==> src/box_blur_3x3_edge_aware_defines.svh <==
// Assertion macros for the 3x3 box blur.
`ifndef BOX_BLUR_3X3_EDGE_AWARE_DEFINES_SVH
`define BOX_BLUR_3X3_EDGE_AWARE_DEFINES_SVH

// Checked property, suspended while reset is held.
`define BB3_ASSERT(lbl, prop, msg) \
  lbl: assert property (@(posedge clk) disable iff (!rst_n) prop) else $error(msg);

// Checked property, also during reset.
`define BB3_ASSERT_ALWAYS(lbl, prop, msg) \
  lbl: assert property (@(posedge clk) prop) else $error(msg);

`endif

==> src/bb3_pkg.sv <==
// Types and constants shared by the 3x3 box blur modules.
package bb3_pkg;

  localparam int PIX_W   = 8;
  localparam int RGB_W   = 3 * PIX_W;
  localparam int ROW_W   = 16;
  localparam int COL_W   = 10;
  localparam int WIDTH_W = 11;
  localparam int SUM_W   = 12;
  localparam int CNT_W   = 4;
  localparam int CFG_IDX_W  = 2;
  localparam int CFG_DATA_W = 16;

  localparam logic [CFG_IDX_W-1:0] REG_WIDTH  = 2'd0;
  localparam logic [CFG_IDX_W-1:0] REG_HEIGHT = 2'd1;

  localparam logic [WIDTH_W-1:0] WIDTH_RST  = 11'd640;
  localparam logic [ROW_W-1:0]   HEIGHT_RST = 16'd480;

  // Reciprocals (scaled by 2^16) for the odd neighbor counts.
  localparam logic [14:0] RECIP_3 = 15'd21846;
  localparam logic [14:0] RECIP_9 = 15'd7282;

  typedef enum logic [2:0] {
    S_IDLE,
    S_LOAD,
    S_SUM,
    S_DIV,
    S_OUT
  } state_t;

  // Which of the nine window cells count, and how many do.
  typedef struct packed {
    logic [8:0]       en;
    logic [CNT_W-1:0] cnt;
  } lane_sel_t;

endpackage

==> src/bb3_lane.sv <==
// One color lane: masked window sum, then rounded division by the count.
module bb3_lane (
  input  logic                          clk,
  input  bb3_pkg::lane_sel_t            sel,
  input  logic [8:0][bb3_pkg::PIX_W-1:0] cells,
  output logic [bb3_pkg::PIX_W-1:0]     mean
);
  import bb3_pkg::*;

  logic [SUM_W-1:0] sum_nxt, sum_r, x;
  logic [CNT_W-1:0] cnt_r;
  logic [26:0]      p3, p9;
  logic [PIX_W-1:0] q_nxt, q_r;

  always_comb begin
    sum_nxt = '0;
    for (int i = 0; i < 9; i++) begin
      if (sel.en[i]) sum_nxt = sum_nxt + SUM_W'(cells[i]);
    end
  end

  // round half up: (sum + cnt/2) / cnt
  assign x  = sum_r + SUM_W'(cnt_r >> 1);
  assign p3 = 27'(x) * 27'(RECIP_3);
  assign p9 = 27'(x) * 27'(RECIP_9);

  always_comb begin
    case (cnt_r)
      4'd2:    q_nxt = x[PIX_W:1];
      4'd3:    q_nxt = p3[16 +: PIX_W];
      4'd4:    q_nxt = x[PIX_W+1:2];
      4'd6:    q_nxt = p3[17 +: PIX_W];
      4'd9:    q_nxt = p9[16 +: PIX_W];
      default: q_nxt = x[PIX_W-1:0];
    endcase
  end

  always_ff @(posedge clk) begin
    sum_r <= sum_nxt;
    cnt_r <= sel.cnt;
    q_r   <= q_nxt;
  end

  assign mean = q_r;

endmodule
==> config.mk <==
export PLATFORM = sky130hd
export DESIGN_NAME = bb3_lane
export DESIGN_NICKNAME = d
export VERILOG_FILES = /design/src/box_blur_3x3_edge_aware_defines.svh /design/src/bb3_pkg.sv /design/src/bb3_lane.sv
export SDC_FILE = /design/constraint.sdc
export NUM_CORES = 1
export LEC_CHECK = 0
export ABC_CLOCK_PERIOD_IN_PS = 9200
export BUFFER_PORTS_ARGS = -buffer_cell sky130_fd_sc_hd__buf_2
export CAP_MARGIN = 15
export CORE_ASPECT_RATIO = 0.7
export CORE_UTILIZATION = 55
export CTS_CLUSTER_SIZE = 12
export DETAILED_ROUTE_END_ITERATION = 10
export GPL_ROUTABILITY_DRIVEN = 0
export PLACE_DENSITY = 0.75
export SLEW_MARGIN = 25
export SYNTH_ARGS = -nofsm -noshare
export SYNTH_HDL_FRONTEND = slang
export SYNTH_SLANG_ARGS = --single-unit
==> constraint.sdc <==
create_clock -name clk -period 9.2 [get_ports clk]
set_clock_uncertainty 0.1 [all_clocks]
set_input_delay 0 -clock clk [delete_from_list [all_inputs] [get_ports clk]]
set_output_delay 0 -clock clk [all_outputs]
set_load 0.01 [all_outputs]
==> flow_summary.html <==
<table>
<tr><th>Metric</th><th>Value</th></tr>
<tr><th colspan="2">Layout</th></tr>
<tr><td>P&amp;R area growth vs syn</td><td>10.79%</td></tr>
<tr><td>Layout cell share with drive strength beyond 1</td><td>0.1503</td></tr>
<tr><td>Antenna fix cells</td><td>0</td></tr>
<tr><td>Nets</td><td>1,515</td></tr>
<tr><td>Cell area after layout</td><td>0.01009 mm²</td></tr>
<tr><td>Layout filler cell count</td><td>1,353</td></tr>
<tr><td>Post-layout instance count excluding filler cells</td><td>1,371</td></tr>
<tr><td>Leading cell types in the layout, fill and taps excluded</td><td>sky130_fd_sc_hd__ha_1 (195), sky130_fd_sc_hd__inv_1 (171), sky130_fd_sc_hd__buf_2 (93), sky130_fd_sc_hd__fa_1 (79), sky130_fd_sc_hd__a21oi_1 (59)</td></tr>
<tr><td>Most common cell after layout, fill and taps aside</td><td>sky130_fd_sc_hd__ha_1</td></tr>
<tr><th colspan="2">Clock network</th></tr>
<tr><td>Clock-pin slew reported for the worst setup and hold paths after clock tree synthesis</td><td>60 ps</td></tr>
<tr><td>H-tree levels</td><td>1</td></tr>
<tr><td>Clock Latency Late Sink</td><td>260 ps</td></tr>
<tr><td>Largest buffer count on any clock path</td><td>2</td></tr>
<tr><td>Number of sinks handled by clock tree synthesis</td><td>24</td></tr>
<tr><td>Clock tree from TritonCTS</td><td>yes</td></tr>
<tr><td>Num CTS Buffers</td><td>3</td></tr>
<tr><td>Root buffer selected by CTS</td><td>sky130_fd_sc_hd__clkbuf_16</td></tr>
<tr><th colspan="2">STA</th></tr>
<tr><td>Setup repair after global routing missed its margin</td><td>no</td></tr>
<tr><td>Smallest hold slack</td><td>-0.8803 ps</td></tr>
<tr><td>Summed negative setup slack over all endpoints</td><td>0 ps</td></tr>
<tr><td>Share of the cycle needed by the critical path after routing</td><td>0.9354</td></tr>
<tr><td>Fin. max-slew vios</td><td>0</td></tr>
<tr><td>Setup WS post-layout</td><td>594.8 ps</td></tr>
<tr><td>Setup-violating endpoint count in the final report</td><td>0</td></tr>
<tr><td>Actual slew at the worst max-slew pin</td><td>838.4 ps</td></tr>
<tr><td>F_max</td><td>0.1162 GHz</td></tr>
<tr><td>Hold Vio Cnt, Final</td><td>1</td></tr>
<tr><td>Worst relative slew slack</td><td>0.4390</td></tr>
<tr><td>Tmin final</td><td>8605 ps</td></tr>
<tr><th colspan="2">Routing</th></tr>
<tr><td>Routed wire length</td><td>20,820 µm</td></tr>
<tr><td>Overall via count from detail_route</td><td>7,575</td></tr>
<tr><td>Number of detailed-route iterations in the first pass</td><td>5</td></tr>
<tr><td>Routed length per instance</td><td>15.19 µm</td></tr>
<tr><td>Vias per Instance</td><td>5.525</td></tr>
<tr><td>First DRT Iteration DRCs</td><td>464</td></tr>
<tr><td># DRC</td><td>0</td></tr>
<tr><td>Post-DRT Antenna Nets</td><td>0</td></tr>
<tr><th colspan="2">Yosys</th></tr>
<tr><td>Synthesis warning total</td><td>0</td></tr>
<tr><td>Dominant register cell in the synthesized netlist</td><td>sky130_fd_sc_hd__dfxtp_1</td></tr>
<tr><td>Syn_nets</td><td>1,417</td></tr>
<tr><td>Area share of the largest cell type after synthesis</td><td>0.2708</td></tr>
<tr><td>Share of flip-flops with an asynchronous set or reset after synthesis</td><td>0</td></tr>
<tr><td>Simple-Gate Fraction of Synth Area</td><td>0.1095</td></tr>
<tr><td>XOR/XNOR Fraction of Synth Area</td><td>0.07270</td></tr>
<tr><td>Fraction of synthesized area in multiplexers</td><td>0.04439</td></tr>
<tr><td>Post-synth design cell area</td><td>0.009104 mm²</td></tr>
<tr><td>Combinational family with the most area after synthesis</td><td>adder cells</td></tr>
<tr><td>Share of the yosys chip area belonging to registers</td><td>0.05278</td></tr>
<tr><td>Library cell with the largest summed area after synthesis</td><td>sky130_fd_sc_hd__ha_1</td></tr>
<tr><td>Mean instance size in the synthesized netlist</td><td>8.637 µm²</td></tr>
<tr><td>Number of flip-flops and latches in the synthesized netlist</td><td>24</td></tr>
<tr><td>Gate count of the mapped netlist</td><td>1,054</td></tr>
<tr><td>Number of synthesized flops with an enable pin</td><td>0</td></tr>
<tr><td>Count of distinct cell types in the synthesized netlist</td><td>75</td></tr>
<tr><td>Area contributors post-synth</td><td>sky130_fd_sc_hd__ha_1 (27%), sky130_fd_sc_hd__fa_1 (18%), sky130_fd_sc_hd__inv_1 (7.1%)</td></tr>
<tr><td>Compound-gate portion of the synthesized area</td><td>0.1965</td></tr>
<tr><td>Arithmetic-cell share of the synthesized area counting full adders, half adders and majority gates</td><td>0.4467</td></tr>
<tr><th colspan="2">Min path</th></tr>
<tr><td>Worst hold path endpoint</td><td>sum_r[6]$_DFF_P_</td></tr>
<tr><td>Hold path startpoint</td><td>sel[11]</td></tr>
<tr><td>Cell count of the worst hold path</td><td>2</td></tr>
<tr><td>Min-delay worst type</td><td>in -&gt; reg</td></tr>
<tr><th colspan="2">Floorplanning</th></tr>
<tr><td>Die H</td><td>109.6 µm</td></tr>
<tr><td>Std-Cell Rows</td><td>38</td></tr>
<tr><td>Chip width</td><td>155.8 µm</td></tr>
<tr><td>I/O pin count</td><td>94</td></tr>
<tr><td>Core region area</td><td>0.01583 mm²</td></tr>
<tr><td>Area enclosed by the die boundary</td><td>0.01708 mm²</td></tr>
<tr><td>Starting density of the core</td><td>0.5750</td></tr>
<tr><th colspan="2">Placement</th></tr>
<tr><td>Total half-perimeter wirelength after legalization and detailed placement</td><td>18,110 µm</td></tr>
<tr><td>Cell area after placement</td><td>0.009837 mm²</td></tr>
<tr><td>Placed Cells incl. Taps</td><td>1,361</td></tr>
<tr><td>IO buf count</td><td>93</td></tr>
<tr><td>Place WS</td><td>30.19 ps</td></tr>
<tr><th colspan="2">Global routing</th></tr>
<tr><td>Largest net degree at the start of global routing</td><td>21</td></tr>
<tr><td>Remaining Overflow, GRT</td><td>0</td></tr>
<tr><td>Vias in the first global route</td><td>7,126</td></tr>
<tr><td>Global-route total usage across every layer</td><td>0.2527</td></tr>
<tr><td>Wire length of the first global-routing pass</td><td>34,390 µm</td></tr>
<tr><td>Number of antenna violations at the first check in global routing</td><td>0</td></tr>
<tr><th colspan="2">Worst setup path</th></tr>
<tr><td>Depth of the most critical reg-to-reg path</td><td>24</td></tr>
<tr><td>CP Launch Type</td><td>primary input</td></tr>
<tr><td>Buffering stage count on the worst path with inverters included</td><td>3</td></tr>
<tr><td>CP Data Required Time</td><td>9290 ps</td></tr>
<tr><td>Arrival time at the worst endpoint</td><td>8700 ps</td></tr>
<tr><td>CP delay by family, top</td><td>compound AO/OA/AOI/OAI gates</td></tr>
<tr><td>Worst r2r src</td><td>cnt_r[1]$_DFF_P_</td></tr>
<tr><td>Largest fanout on the critical path</td><td>8</td></tr>
<tr><td>Highest-delay cell along the critical path</td><td>sky130_fd_sc_hd__fa_2</td></tr>
<tr><td>Most common cell on crit path</td><td>sky130_fd_sc_hd__ha_1</td></tr>
<tr><td>Crit Reg-Reg Endpoint</td><td>mean[5]$_DFF_P_</td></tr>
<tr><td>FF-to-FF setup slack</td><td>1500 ps</td></tr>
<tr><td>Endpoint class of the critical path</td><td>register</td></tr>
<tr><td>Largest stage delay, worst path</td><td>370 ps</td></tr>
<tr><td>Category of the most critical setup path</td><td>in -&gt; reg</td></tr>
<tr><th colspan="2">Flow run</th></tr>
<tr><td>Reported max-cap violation count</td><td>0</td></tr>
<tr><th colspan="2">Status</th></tr>
<tr><td>Outcome</td><td>complete, but fails checks</td></tr>
<tr><td>Violations in the final reports</td><td>hold timing</td></tr>
</table>
## synthesized netlist by cell type (7+ instances only)
cell / count
sky130_fd_sc_hd__nor2b_1: 12
sky130_fd_sc_hd__and2_1: 10
sky130_fd_sc_hd__o31a_1: 8
sky130_fd_sc_hd__a31oi_1: 7
sky130_fd_sc_hd__nor3_1: 15
sky130_fd_sc_hd__inv_1: 171
sky130_fd_sc_hd__a21oi_1: 62
sky130_fd_sc_hd__xnor2_1: 47
sky130_fd_sc_hd__nand2_1: 45
sky130_fd_sc_hd__nor2_1: 57
sky130_fd_sc_hd__mux2_2: 23
sky130_fd_sc_hd__o21bai_1: 11
sky130_fd_sc_hd__fa_1: 80
sky130_fd_sc_hd__a211oi_1: 8
sky130_fd_sc_hd__dfxtp_1: 24
sky130_fd_sc_hd__or2_2: 8
sky130_fd_sc_hd__o21ai_0: 46
sky130_fd_sc_hd__clkbuf_1: 11
sky130_fd_sc_hd__mux2i_1: 7
sky130_fd_sc_hd__a221oi_1: 10
sky130_fd_sc_hd__a21o_1: 25
sky130_fd_sc_hd__nand2b_1: 14
sky130_fd_sc_hd__xor2_1: 19
sky130_fd_sc_hd__ha_1: 197
sky130_fd_sc_hd__o21a_1: 21
sky130_fd_sc_hd__nand3_1: 12
## kinds of logic (layout without fill, tap and decap cells)
group,count (synthesis),after routing
adders and majority gates,277,277
AOI/OAI and AO/OA,262,262
and+or+nand+nor,201,201
buffers and inverters,185,282
xor gates and xnor gates,70,70
muxes,35,35
DFF,24,24
## worst register-to-register path, cell delays in order (launching register included)
cell,delay [ps]
sky130_fd_sc_hd__dfxtp_1,350
sky130_fd_sc_hd__ha_1,220
sky130_fd_sc_hd__fa_1,430
sky130_fd_sc_hd__a21oi_1,250
sky130_fd_sc_hd__nor2_1,120
sky130_fd_sc_hd__nand2_1,100
sky130_fd_sc_hd__xor2_1,510
sky130_fd_sc_hd__inv_1,330
sky130_fd_sc_hd__ha_1,420
sky130_fd_sc_hd__fa_1,560
sky130_fd_sc_hd__fa_1,610
sky130_fd_sc_hd__inv_1,80
sky130_fd_sc_hd__fa_1,540
sky130_fd_sc_hd__inv_1,60
sky130_fd_sc_hd__fa_1,480
sky130_fd_sc_hd__ha_1,360
sky130_fd_sc_hd__nand4_1,120
sky130_fd_sc_hd__or2_2,330
sky130_fd_sc_hd__o211ai_1,380
sky130_fd_sc_hd__a31oi_1,170
sky130_fd_sc_hd__o21bai_1,270
sky130_fd_sc_hd__xor2_1,150
sky130_fd_sc_hd__a221oi_1,310
sky130_fd_sc_hd__a21oi_1,100
sky130_fd_sc_hd__a31o_2,270
## repair_timing
| action | CTS | global route |
|---|---|---|
| resized for setup | 0 | 16 |
| hold buffers | 5 | 0 |
| hold endpoints to repair | 5 | 0 |
| endpoints found under the setup margin | 0 | 5 |
| setup buffers | 0 | 1 |
## through the flow
stage | hold WS (ps) | util
3_5_place_dp | 3.586 | 0.6213
4_1_cts | 4.079 | 0.6311
2_1_floorplan | -72.28 | -
3_3_place_gp | 2.316 | 0.6213
5_1_grt | 42.05 | 0.6370
6_report | -0.8803 | 0.6370
## how the worst max path moves through the flow
stage,depth (start not counted),slack (ps),from,to
after floorplan,46,1050,cells[0],sum_r[11]$_DFF_P_
after global placement,45,240,sel[4],sum_r[10]$_DFF_P_
after detailed placement,47,30,sel[4],sum_r[11]$_DFF_P_
after CTS,46,240,sel[4],sum_r[11]$_DFF_P_
after global routing,42,3,sel[4],sum_r[10]$_DFF_P_
final,46,590,sel[4],sum_r[10]$_DFF_P_
## layout make-up
class	instances	area (µm²)	share of cell area
multi-input combinational	845	8005	0.7937
inverter	173	651.9	0.06463
timing repair buffer	105	568.0	0.05632
sequential	24	480.5	0.04764
tap	220	275.3	0.02729
clock buffer	3	75.07	0.007443
clock inverter	1	30.03	0.002977
## per-layer routing
layer	track usage	routed length, µm	vias to the layer above
met5	0	0	-
met4	0.01050	65	0
met3	0.05361	1542	7
met2	0.3805	8288	218
met1	0.3847	10930	3479
li1	-	-	3871
## state kept, by name, indices dropped and copies added, names as in the netlist
signal,cells
cnt_r,4
sum_r,12
mean,8
Power is left out: the tool's default activity adds up to more than one toggle a clock period on the data nets, which glitch-free logic cannot reach.
